===== config.mk =====
export PLATFORM = sky130hd
export DESIGN_NAME = tap_tempo_estimator
export DESIGN_NICKNAME = d
export VERILOG_FILES = /design/src/rtl/tte_pkg.sv /design/src/rtl/tap_tempo_estimator.sv /design/src/rtl/tte_step_unit.sv
export SDC_FILE = /design/constraint.sdc
export NUM_CORES = 1
export LEC_CHECK = 0
export ABC_CLOCK_PERIOD_IN_PS = 6300
export BUFFER_PORTS_ARGS = -buffer_cell sky130_fd_sc_hd__buf_4
export CAP_MARGIN = 10
export CORE_ASPECT_RATIO = 0.9
export CORE_UTILIZATION = 35
export CTS_CLUSTER_DIAMETER = 30
export DETAILED_ROUTE_END_ITERATION = 12
export GPL_ROUTABILITY_DRIVEN = 1
export SLEW_MARGIN = 20
export SYNTH_ARGS = -nofsm -noshare
export SYNTH_HDL_FRONTEND = slang
export SYNTH_SLANG_ARGS = --single-unit

===== constraint.sdc =====
create_clock -name clk -period 6.3 [get_ports clk]
set_input_delay 1.89 -clock clk [delete_from_list [all_inputs] [get_ports clk]]
set_output_delay 1.89 -clock clk [all_outputs]
set_load 0.02 [all_outputs]

===== src/rtl/tte_pkg.sv =====
// shared types and constants of the tap tempo estimator
package tte_pkg;

	// fixed field widths
	localparam int AVG_BITS       = 23;
	localparam int BPM_BITS       = 16;
	localparam int BEAT_BITS      = 16;
	localparam int CFG_ADDR_BITS  = 2;
	localparam int TEMPO_NUM_BITS = 33;
	localparam int OUT_DATA_BITS  = ((BPM_BITS + 1 + AVG_BITS + BEAT_BITS + 7) / 8) * 8;

	// configuration register indexes
	localparam logic [CFG_ADDR_BITS-1:0] REG_TOLERANCE = 2'd0;
	localparam logic [CFG_ADDR_BITS-1:0] REG_BLINK     = 2'd1;

	// register reset values
	localparam logic [AVG_BITS-1:0] TOLERANCE_RESET = 23'd100000;
	localparam logic [AVG_BITS-1:0] BLINK_RESET     = 23'd100000;

	// algorithm constants
	localparam logic [AVG_BITS-1:0]       GAP_LIMIT_US  = 23'd5000000;
	localparam logic [AVG_BITS-1:0]       MIN_BLINK_AVG = 23'd1000;
	localparam logic [TEMPO_NUM_BITS-1:0] TEMPO_NUM     = 33'd6000000000;
	localparam logic [BPM_BITS-1:0]       BPM_MAX       = 16'hFFFF;

	// sequencer states
	typedef enum logic [3:0] {
		S_IDLE,
		S_ELAP,
		S_DECIDE,
		S_DEV,
		S_MUL,
		S_XFER,
		S_DIVA,
		S_TLOAD,
		S_TEMPO,
		S_MOD,
		S_DONE
	} tte_state_t;

	// operation of the shared step unit
	typedef enum logic {
		STEP_MUL,
		STEP_DIV
	} step_op_t;

endpackage


===== src/rtl/tap_tempo_estimator.sv =====
// tap tempo estimator top level: sequencer, tempo state and stream ports
//
// Each input transaction is a beat tap (tuser 0) or a time tick (tuser 1)
// with a microsecond timestamp in tdata; each one gives exactly one output
// transaction with tempo (hundredths of bpm), average beat interval, run
// length and the blink indicator. The block works on one transaction at a
// time: all arithmetic runs bit by bit through one shared step unit (a
// shift-add multiplier and restoring divider built on one adder), so the
// item cost is set by that unit. A tap that starts or restarts a run, and a
// tick while the average is below the blink floor, pass through S_ELAP and
// S_DECIDE to the result; a tap that ends a run also passes S_DEV; an
// in-tempo tap runs a COUNT_BITS-step multiply, a 23-step divide for the
// new average and a 33-step divide for the tempo (skipped when the new
// average is zero); a tick runs a TIME_BITS-step modulo. The block returns
// to idle before the next transaction is accepted. The result sits in an
// output register, so a waiting result only stalls the block once the next
// one is ready. Configuration writes are taken at any time and must only be
// issued while the block is idle.
module tap_tempo_estimator import tte_pkg::*; #(
	parameter int TIME_BITS  = 40,
	parameter int COUNT_BITS = 16
) (
	input  logic                                   clk,
	input  logic                                   arst_n,
	// input stream
	input  logic                                   s_tvalid,
	output logic                                   s_tready,
	input  logic [((TIME_BITS + 7) / 8) * 8 - 1:0] s_tdata,   // time_us
	input  logic                                   s_tuser,   // mode
	// output stream
	output logic                                   m_tvalid,
	input  logic                                   m_tready,
	// bpm_hundredths, blink_on, average_us, beat_count
	output logic [OUT_DATA_BITS-1:0]               m_tdata,
	output logic                                   m_tuser,   // bpm_updated
	// configuration write channel
	input  logic                                   cfg_valid,
	output logic                                   cfg_ready,
	input  logic [CFG_ADDR_BITS-1:0]               cfg_addr,
	input  logic [AVG_BITS-1:0]                    cfg_data
);

	// remainder / divisor width covers run + 1 and the average
	localparam int DVW   = (COUNT_BITS + 1 > AVG_BITS) ? COUNT_BITS + 1 : AVG_BITS;
	// shift register holds the widest dividend
	localparam int DW    = (TIME_BITS > TEMPO_NUM_BITS) ? TIME_BITS : TEMPO_NUM_BITS;
	localparam int CNT_W = $clog2(DW + 1);
	localparam int PW    = AVG_BITS + COUNT_BITS;

	localparam logic [COUNT_BITS-1:0] COUNT_MAX = {COUNT_BITS{1'b1}};

	tte_state_t state_q, state_d;

	// captured transaction
	logic                  mode_q;
	logic [TIME_BITS-1:0]  time_q;
	logic [TIME_BITS-1:0]  elapsed_q;

	// tempo state
	logic [TIME_BITS-1:0]  last_q;
	logic [AVG_BITS-1:0]   avg_q;
	logic [COUNT_BITS-1:0] run_q;
	logic [BPM_BITS-1:0]   tempo_q;
	logic                  blink_q;
	logic                  upd_q;

	// configuration registers
	logic [AVG_BITS-1:0]   tol_q;
	logic [AVG_BITS-1:0]   blinkw_q;

	// shared unit operands
	logic [DVW-1:0]        acc_q;
	logic [DW-1:0]         sh_q;
	logic [DVW-1:0]        dvs_q;
	logic [CNT_W-1:0]      cnt_q;
	logic [DVW-1:0]        acc_nx;
	logic [DW-1:0]         sh_nx;
	step_op_t              step_op;

	// output register
	logic                     m_tvalid_q;
	logic [OUT_DATA_BITS-1:0] m_tdata_q;
	logic                     m_tuser_q;

	// decisions
	logic                  gap;
	logic                  start_run;
	logic [AVG_BITS-1:0]   e23;
	logic [AVG_BITS:0]     e24;
	logic [AVG_BITS:0]     a24;
	logic [AVG_BITS:0]     t24;
	logic                  in_tol;
	logic                  last_step;
	logic                  out_free;
	logic [PW-1:0]         prod;
	logic [TEMPO_NUM_BITS-1:0] tempo_quo;
	logic [BEAT_BITS-1:0]  beat_sat;

	assign gap       = elapsed_q > TIME_BITS'(GAP_LIMIT_US);
	assign start_run = (run_q == '0) || gap;
	assign e23       = elapsed_q[AVG_BITS-1:0];
	// |interval - average| < tolerance, split into two one-sided compares
	assign e24       = {1'b0, e23};
	assign a24       = {1'b0, avg_q};
	assign t24       = {1'b0, tol_q};
	assign in_tol    = (e24 < a24 + t24) && (a24 < e24 + t24);
	assign last_step = cnt_q == CNT_W'(1);
	assign out_free  = !m_tvalid_q || m_tready;
	// product plus interval, as left by the multiply
	assign prod      = {acc_q[AVG_BITS-1:0], sh_q[COUNT_BITS-1:0]};
	assign tempo_quo = sh_nx[TEMPO_NUM_BITS-1:0];
	assign beat_sat  = (32'(run_q) > 32'(BPM_MAX)) ? BPM_MAX : BEAT_BITS'(32'(run_q));
	assign step_op   = (state_q == S_MUL) ? STEP_MUL : STEP_DIV;

	assign m_tvalid  = m_tvalid_q;
	assign m_tdata   = m_tdata_q;
	assign m_tuser   = m_tuser_q;
	assign cfg_ready = 1'b1;

	tte_step_unit #(
		.REM_BITS (DVW),
		.SH_BITS  (DW),
		.MUL_BITS (COUNT_BITS)
	) u_step (
		.op      (step_op),
		.acc_in  (acc_q),
		.sh_in   (sh_q),
		.dvs_in  (dvs_q),
		.acc_out (acc_nx),
		.sh_out  (sh_nx)
	);

	// sequencer state register
	always_ff @(posedge clk or negedge arst_n) begin
		if (!arst_n) begin
			state_q <= S_IDLE;
		end else begin
			state_q <= state_d;
		end
	end

	// next state
	always_comb begin
		state_d  = state_q;
		s_tready = 1'b0;
		unique case (state_q) inside
			S_IDLE: begin
				s_tready = 1'b1;
				if (s_tvalid) begin
					state_d = S_ELAP;
				end
			end
			S_ELAP: state_d = S_DECIDE;
			S_DECIDE: begin
				if (!mode_q) begin
					state_d = start_run ? S_DONE : S_DEV;
				end else begin
					state_d = (avg_q < MIN_BLINK_AVG) ? S_DONE : S_MOD;
				end
			end
			S_DEV: state_d = in_tol ? S_MUL : S_DONE;
			S_MUL: begin
				if (last_step) begin
					state_d = S_XFER;
				end
			end
			S_XFER: state_d = S_DIVA;
			S_DIVA: begin
				if (last_step) begin
					state_d = S_TLOAD;
				end
			end
			S_TLOAD: state_d = (avg_q == '0) ? S_DONE : S_TEMPO;
			S_TEMPO, S_MOD: begin
				if (last_step) begin
					state_d = S_DONE;
				end
			end
			S_DONE: begin
				if (out_free) begin
					state_d = S_IDLE;
				end
			end
			default: state_d = S_IDLE;
		endcase
	end

	// configuration registers
	always_ff @(posedge clk or negedge arst_n) begin
		if (!arst_n) begin
			tol_q    <= TOLERANCE_RESET;
			blinkw_q <= BLINK_RESET;
		end else if (cfg_valid) begin
			unique case (cfg_addr)
				REG_TOLERANCE: tol_q    <= cfg_data;
				REG_BLINK:     blinkw_q <= cfg_data;
				default: ;
			endcase
		end
	end

	// tempo state
	always_ff @(posedge clk or negedge arst_n) begin
		if (!arst_n) begin
			last_q  <= '0;
			avg_q   <= '0;
			run_q   <= '0;
			tempo_q <= '0;
			blink_q <= 1'b0;
			upd_q   <= 1'b0;
		end else begin
			unique case (state_q)
				S_IDLE: begin
					if (s_tvalid) begin
						upd_q <= 1'b0;
					end
				end
				S_DECIDE: begin
					if (!mode_q) begin
						if (start_run) begin
							// first tap, or a tap after a long gap
							run_q  <= COUNT_BITS'(1);
							last_q <= time_q;
						end else if (run_q == COUNT_BITS'(1)) begin
							// second tap seeds the average
							avg_q <= e23;
						end
					end else if (avg_q < MIN_BLINK_AVG) begin
						blink_q <= 1'b0;
					end
				end
				S_DEV: begin
					if (!in_tol) begin
						// out of tempo ends the run
						run_q  <= '0;
						last_q <= time_q;
					end
				end
				S_DIVA: begin
					if (last_step) begin
						avg_q <= sh_nx[AVG_BITS-1:0];
					end
				end
				S_TLOAD: begin
					last_q <= time_q;
					upd_q  <= 1'b1;
					if (run_q != COUNT_MAX) begin
						run_q <= run_q + COUNT_BITS'(1);
					end
					if (avg_q == '0) begin
						tempo_q <= BPM_MAX;
					end
				end
				S_TEMPO: begin
					if (last_step) begin
						tempo_q <= (tempo_quo > TEMPO_NUM_BITS'(BPM_MAX)) ?
							BPM_MAX : tempo_quo[BPM_BITS-1:0];
					end
				end
				S_MOD: begin
					if (last_step) begin
						blink_q <= acc_nx < DVW'(blinkw_q);
					end
				end
				default: ;
			endcase
		end
	end

	// captured transaction and shared unit operands
	always_ff @(posedge clk) begin
		unique case (state_q) inside
			S_IDLE: begin
				if (s_tvalid) begin
					mode_q <= s_tuser;
					time_q <= s_tdata[TIME_BITS-1:0];
				end
			end
			S_ELAP: elapsed_q <= time_q - last_q;
			S_DECIDE: begin
				// tick: elapsed modulo average
				acc_q <= '0;
				sh_q  <= DW'(elapsed_q) << (DW - TIME_BITS);
				dvs_q <= DVW'(avg_q);
				cnt_q <= CNT_W'(TIME_BITS);
			end
			S_DEV: begin
				// average * run + interval, interval preloaded in the high half
				acc_q <= DVW'(e23);
				sh_q  <= DW'(run_q);
				dvs_q <= DVW'(avg_q);
				cnt_q <= CNT_W'(COUNT_BITS);
			end
			S_MUL, S_DIVA, S_TEMPO, S_MOD: begin
				acc_q <= acc_nx;
				sh_q  <= sh_nx;
				cnt_q <= cnt_q - CNT_W'(1);
			end
			S_XFER: begin
				// quotient fits 23 bits, so the top bits start as remainder
				acc_q <= DVW'(prod[PW-1:AVG_BITS]);
				sh_q  <= DW'(prod[AVG_BITS-1:0]) << (DW - AVG_BITS);
				dvs_q <= DVW'(run_q) + DVW'(1);
				cnt_q <= CNT_W'(AVG_BITS);
			end
			S_TLOAD: begin
				acc_q <= '0;
				sh_q  <= DW'(TEMPO_NUM) << (DW - TEMPO_NUM_BITS);
				dvs_q <= DVW'(avg_q);
				cnt_q <= CNT_W'(TEMPO_NUM_BITS);
			end
			default: ;
		endcase
	end

	// output register
	always_ff @(posedge clk or negedge arst_n) begin
		if (!arst_n) begin
			m_tvalid_q <= 1'b0;
		end else if (state_q == S_DONE && out_free) begin
			m_tvalid_q <= 1'b1;
		end else if (m_tready) begin
			m_tvalid_q <= 1'b0;
		end
	end

	always_ff @(posedge clk) begin
		if (state_q == S_DONE && out_free) begin
			m_tdata_q <= {beat_sat, avg_q, blink_q, tempo_q};
			m_tuser_q <= upd_q;
		end
	end

	// remainder stays below the divisor throughout every divide
	a_rem_below_divisor: assert property (@(posedge clk) disable iff (!arst_n)
		(state_q == S_DIVA || state_q == S_TEMPO || state_q == S_MOD) |-> acc_q < dvs_q)
		else $error("remainder not below divisor");

	// a tempo update always leaves a live run behind
	a_run_after_update: assert property (@(posedge clk) disable iff (!arst_n)
		state_q == S_TLOAD |=> run_q != '0)
		else $error("run empty after tempo update");

	// a finished result waits while the previous one is still unread
	a_hold_result: assert property (@(posedge clk) disable iff (!arst_n)
		(state_q == S_DONE && m_tvalid_q && !m_tready) |=> state_q == S_DONE)
		else $error("result overwritten before it was taken");

endmodule


===== src/rtl/tte_step_unit.sv =====
// shared shift-add multiply and restoring divide step, one bit per cycle
module tte_step_unit import tte_pkg::*; #(
	parameter int REM_BITS = 23,
	parameter int SH_BITS  = 40,
	parameter int MUL_BITS = 16
) (
	input  step_op_t            op,
	input  logic [REM_BITS-1:0] acc_in,
	input  logic [SH_BITS-1:0]  sh_in,
	input  logic [REM_BITS-1:0] dvs_in,
	output logic [REM_BITS-1:0] acc_out,
	output logic [SH_BITS-1:0]  sh_out
);

	localparam int AW = REM_BITS + 2;

	logic [AW-1:0]       opa;
	logic [AW-1:0]       opb;
	logic [AW-1:0]       sum;
	logic [REM_BITS:0]   r2;
	logic                sub;

	// single adder shared by both operations
	assign sum = opa + (sub ? ~opb : opb) + AW'(sub);
	assign r2  = {acc_in, sh_in[SH_BITS-1]};

	always_comb begin
		opa     = '0;
		opb     = '0;
		sub     = 1'b0;
		acc_out = acc_in;
		sh_out  = sh_in;
		unique case (op)
			STEP_MUL: begin
				// add multiplicand when multiplier lsb is set, then shift right
				opa     = AW'(acc_in);
				opb     = sh_in[0] ? AW'(dvs_in) : '0;
				sub     = 1'b0;
				acc_out = sum[REM_BITS:1];
				sh_out  = {sh_in[SH_BITS-1:MUL_BITS], sum[0], sh_in[MUL_BITS-1:1]};
			end
			STEP_DIV: begin
				// trial subtract, keep the difference when no borrow
				opa = AW'(r2);
				opb = AW'(dvs_in);
				sub = 1'b1;
				if (!sum[AW-1]) begin
					acc_out = sum[REM_BITS-1:0];
				end else begin
					acc_out = r2[REM_BITS-1:0];
				end
				sh_out = {sh_in[SH_BITS-2:0], ~sum[AW-1]};
			end
			default: begin
				acc_out = acc_in;
				sh_out  = sh_in;
			end
		endcase
	end

endmodule


==> metrics.md <==
| Metric | Value |
|---|---|
| Total buffers and inverters traversed by the critical path | `3` |
| Sequential share of power | `between 20% and 30%` |
| Gpl congestion | `roughly 0.94` |
| Result of the run | `completed` |
| Die boundary height | `between 200 and 250 um` |
| Highest clock rate | `0.173 GHz` |
| Site Rows | `approximately 90` |
| Cell-by-cell listing of the critical path | `buf_4 -> nor4b_4 -> buf_4 -> nand2_1 -> nand2_1 -> ha_1 -> a211oi_1 -> o21a_1 -> o2111ai_1 -> a21oi_1 -> o211ai_1 -> nand2_1 -> buf_4 -> nand2_1 -> a31oi_1 -> ha_1 -> a21oi_1 -> nor2b_1 -> o21ai_0 -> o311ai_0 -> nor4_1 -> o31ai_1 -> nand3_1` |
| Layout area overhead | `25.1%` |
| Required @ worst endpoint | `6870 ps` |
| Commonest non-fill, non-tap cells in the layout | `sky130_fd_sc_hd__nand2_1, sky130_fd_sc_hd__a21oi_1, sky130_fd_sc_hd__edfxtp_1, sky130_fd_sc_hd__nor2_1, sky130_fd_sc_hd__buf_4` |
| Share of layout cells above drive strength 1 | `17.4%` |
| Number of H-tree levels | `3` |
| Clock latency on the worst-skew pair | `roughly 640 ps` |
| Post-route setup TNS | `0 ps` |
| Slew HR | `approximately 30%` |
| Number of buffers added to fix hold violations after cts | `0` |
| Total Power | `about 20 mW` |
| Detailed placer's ending HPWL | `between 50000 and 60000 um` |
| Via count of the first global-routing pass | `18.6k` |
| Cell count of the worst hold path | `0` |
| Internal portion of total power | `~11 mW` |
| Most common cell on crit path | `sky130_fd_sc_hd__nand2_1` |
| Multi-input combinational cell area | `around 12000 um2` |
| Cell area after synthesis | `~23000 um2` |
| Arr. time, crit path | `about 6400 ps` |
| Power share of the combinational group | `49.1%` |
| Initial DRT Pass Iterations | `5` |
| Element type at the critical path start | `flop` |
| Reg2reg setup slack | `around 500 ps` |
| Delay of the slowest critical-path stage | `~450 ps` |
| Critical Path Sink Type | `flop` |
| Class of the tightest hold or removal check | `flop to flop` |
| Per-cell via count in the routed design | `roughly 5.5` |
| DRC violations left | `0` |
| Fin. max-slew vios | `0` |
| Port bufs | `around 130` |
| Final cycle utilization of the critical path | `roughly 90%` |
| Share of total power consumed by net switching | `42.0%` |
| Max capacitance violation total | `0` |
| Hold-critical path endpoint | `m_tdata[6]$_DFFE_PP_` |
| Top fanout value on the critical path | `34` |
| Remaining antenna violation count after routing | `0` |
| Initial core utilization | `a little over a third` |
| Clock root buffer master | `sky130_fd_sc_hd__clkbuf_16` |
| Count of final setup violators | `0` |
| 1st-iter DRT viols | `between 2k and 2.5k` |
| Routed wirelength normalized by instance count | `21.7 um` |
| Post-Synthesis Cells | `approximately 2.3k` |
| Wire length of the first global-routing pass | `around 110000 um` |
| Post-synthesis cell type count | `85` |
| Register clock-pin slew on the reported worst setup and hold paths | `~50 ps` |
| Net switching component of the power | `around 8.3 mW` |
| Cts bufs inserted | `between 90 and 100` |
| Type of the worst setup path | `flop to flop` |
| Total via count after detailed routing | `19.3k` |
| Portion of the post-synthesis area used by sequential elements | `46.2%` |
| Family with the most delay on the worst path | `compound AO/OA/AOI/OAI gates` |
| Warning count from the yosys run | `0` |
| Mean instance size in the synthesized netlist | `between 9 and 10 um2` |
| Num Clock Sinks | `between 300 and 400` |
| Unrepaired setup endpoints after global routing | `false` |
| Tmin final | `just under 6000 ps` |
| Storage element area | `approximately 11000 um2` |
| Slowest stage cell, crit path | `sky130_fd_sc_hd__nor4b_4` |
| Peak supply drop | `265 uV` |
| Wirelength, routed | `around 76000 um` |
| Utilization after layout | `between 40% and 50%` |
| Ports | `131` |
| Number of storage elements in the synthesis netlist | `approximately 380` |
| Maximum number of pins on one net before global-route repair | `82` |
| Destination of the worst register-to-register timing path | `blink_q$_DFFE_PN0P_` |
| Number of hold-slack violations in the final timing report | `0` |
| R2R cell count | `23` |
| Worst hold path startpoint | `tempo_q[6]$_DFFE_PN0P_` |
| Area of the die | `66800 um2` |
| Part of the power in the clock network | `a little over a quarter` |
| Launch instance of the worst register-to-register path | `state_q[1]$_DFFE_PN0P_` |
| Leakage power summed over all cells | `12.1 nW` |
| Worst-Margin Slew | `~1100 ps` |
| Predominant post-synthesis flop cell | `sky130_fd_sc_hd__edfxtp_1` |
| Antenna violations before repair | `1` |
| Global-route usage over all layers | `about 23%` |
| Number of buffers inserted to repair setup after CTS | `0` |
| Number of fill cells in the layout | `6186` |
| Most frequent standard cell in the layout excluding fill and tap cells | `sky130_fd_sc_hd__nand2_1` |
| Overall die width | `272 um` |
| Count of flip-flops with a built-in enable after synthesis | `between 200 and 250` |
| Maximum buffer depth of the clock tree | `3` |
| Ys async rst share | `between 30% and 40%` |
| Placeable core area | `roughly 65000 um2` |
| Gr ovfl total | `0` |
| Nets in the synthesized netlist | `2600` |
| Power density over cell area | `around 690 nW/um2` |
| CTS tree | `yes` |
| Clock skew | `between 20 and 30 ps` |
| Number of nets in the final layout | `approximately 2.8k` |
==> power groups by stage <==
stage          combinational, mW  sequential (mW)  clock (mW)
2_1_floorplan               6.71             4.54           0
3_3_place_gp                9.34             4.80           0
3_5_place_dp                9.48             4.81           0
4_1_cts                     9.56             4.79        5.30
5_1_grt                     10.8             4.87        5.43
6_report                    9.68             4.81        5.24
==> flip-flops by register name, summed over array words and instances (netlist names) <==
signal     flops
upd_q          1
acc_q         23
avg_q         23
elapsed_q     40
blinkw_q      23
mode_q         1
blink_q        1
m_tvalid       1
beat_sat      16
tol_q         23
m_tuser        1
cnt_q          6
sh_q          40
dvs_q         23
m_tdata       56
tempo_q       16
last_q        40
state_q        4
time_q        40
==> worst max-delay path by stage <==
stage,cells past startpoint,start,end
global placement,22,state_q[1]$_DFFE_PN0P_,blink_q$_DFFE_PN0P_
detailed placement,23,state_q[1]$_DFFE_PN0P_,blink_q$_DFFE_PN0P_
floorplan,26,state_q[3]$_DFFE_PN0P_,blink_q$_DFFE_PN0P_
finish,23,state_q[1]$_DFFE_PN0P_,blink_q$_DFFE_PN0P_
CTS,23,state_q[1]$_DFFE_PN0P_,blink_q$_DFFE_PN0P_
global route,23,state_q[1]$_DFFE_PN0P_,blink_q$_DFFE_PN0P_
==> cell families (layout without fill, tap and decap cells) <==
| logic type | count (synthesis) | count (layout) | share of synthesized area [%] |
|---|---|---|---|
| AO/OA/AOI/OAI | 698 | 698 | 18.8 |
| XOR/XNOR | 111 | 111 | 4.22 |
| adder cells (fa/ha/maj) | 182 | 182 | 10.0 |
| buffers and inverters | 202 | 486 | 3.40 |
| flip-flops | 378 | 378 | 46.2 |
| multiplexers | 74 | 74 | 3.49 |
| other | 1 | 2 | 0.0163 |
| AND/OR/NAND/NOR | 701 | 701 | 13.9 |
==> metrics by stage <==
stage / worst slack, ps / cell area (um2) / std cells / hold slack, ps
2_1_floorplan: 773 / 23000 / 2347 / 419
4_1_cts: 411 / 28800 / 3486 / 450
6_report: 510 / 28800 / 3487 / 449
3_5_place_dp: 435 / 25300 / 3303 / 442
5_1_grt: 52.3 / 28800 / 3486 / 458
3_3_place_gp: 491 / 25300 / 3303 / 436
==> area by class of cell <==
cell class	instances	share of cell area, %
clock inverter	51	2.37
clock buffer	132	9.82
sequential	378	36.9
timing repair buffer	192	5.11
multi-input combinational	1767	40.6
tap	855	3.72
antenna	1	0.00869
inverter	111	1.45
==> worst register-to-register path: stages (launching register included) <==
cell,delay [ps]
sky130_fd_sc_hd__dfrtp_1,370
sky130_fd_sc_hd__buf_4,210
sky130_fd_sc_hd__nor4b_4,460
sky130_fd_sc_hd__buf_4,410
sky130_fd_sc_hd__nand2_1,110
sky130_fd_sc_hd__nand2_1,80
sky130_fd_sc_hd__ha_1,310
sky130_fd_sc_hd__a211oi_1,380
sky130_fd_sc_hd__o21a_1,200
sky130_fd_sc_hd__o2111ai_1,140
sky130_fd_sc_hd__a21oi_1,260
sky130_fd_sc_hd__o211ai_1,310
sky130_fd_sc_hd__nand2_1,290
sky130_fd_sc_hd__buf_4,230
sky130_fd_sc_hd__nand2_1,70
sky130_fd_sc_hd__a31oi_1,270
sky130_fd_sc_hd__ha_1,300
sky130_fd_sc_hd__a21oi_1,150
sky130_fd_sc_hd__nor2b_1,60
sky130_fd_sc_hd__o21ai_0,220
sky130_fd_sc_hd__o311ai_0,200
sky130_fd_sc_hd__nor4_1,440
sky130_fd_sc_hd__o31ai_1,150
sky130_fd_sc_hd__nand3_1,100
==> cell usage after synthesis, drive strengths merged, types with 19 or more instances <==
cell type / instances / area share (%)
nand4: 24 / 0.65
nor2: 215 / 3.5
dfrtp: 136 / 15
ha: 178 / 9.7
xnor2: 74 / 2.8
mux2: 49 / 2.4
xor2: 37 / 1.4
clkbuf: 66 / 1.1
nand2: 260 / 4.2
o21a: 19 / 0.62
nor3: 39 / 0.90
o21ai: 174 / 3.8
nand3: 25 / 0.54
edfxtp: 230 / 30
and3: 27 / 0.73
a21oi: 253 / 5.5
nand2b: 25 / 0.68
nor2b: 20 / 0.58
buf: 25 / 0.52
a21o: 77 / 2.5
inv: 111 / 1.8
mux2i: 25 / 1.1
==> layer usage <==
metal | track usage, % | routed length (um)
met3 | 4.36 | 5670
met2 | 34.5 | 33600
met4 | 9.45 | 2640
met5 | 0 | 17
met1 | 31.1 | 33700
==> what timing repair did <==
action                                  in CTS  in global routing
endpoints found under the hold margin        0                  0
endpoints found under the setup margin       0                 17
gates resized for setup                      0                  4
Note: power is estimated with default switching activity, not from simulation.
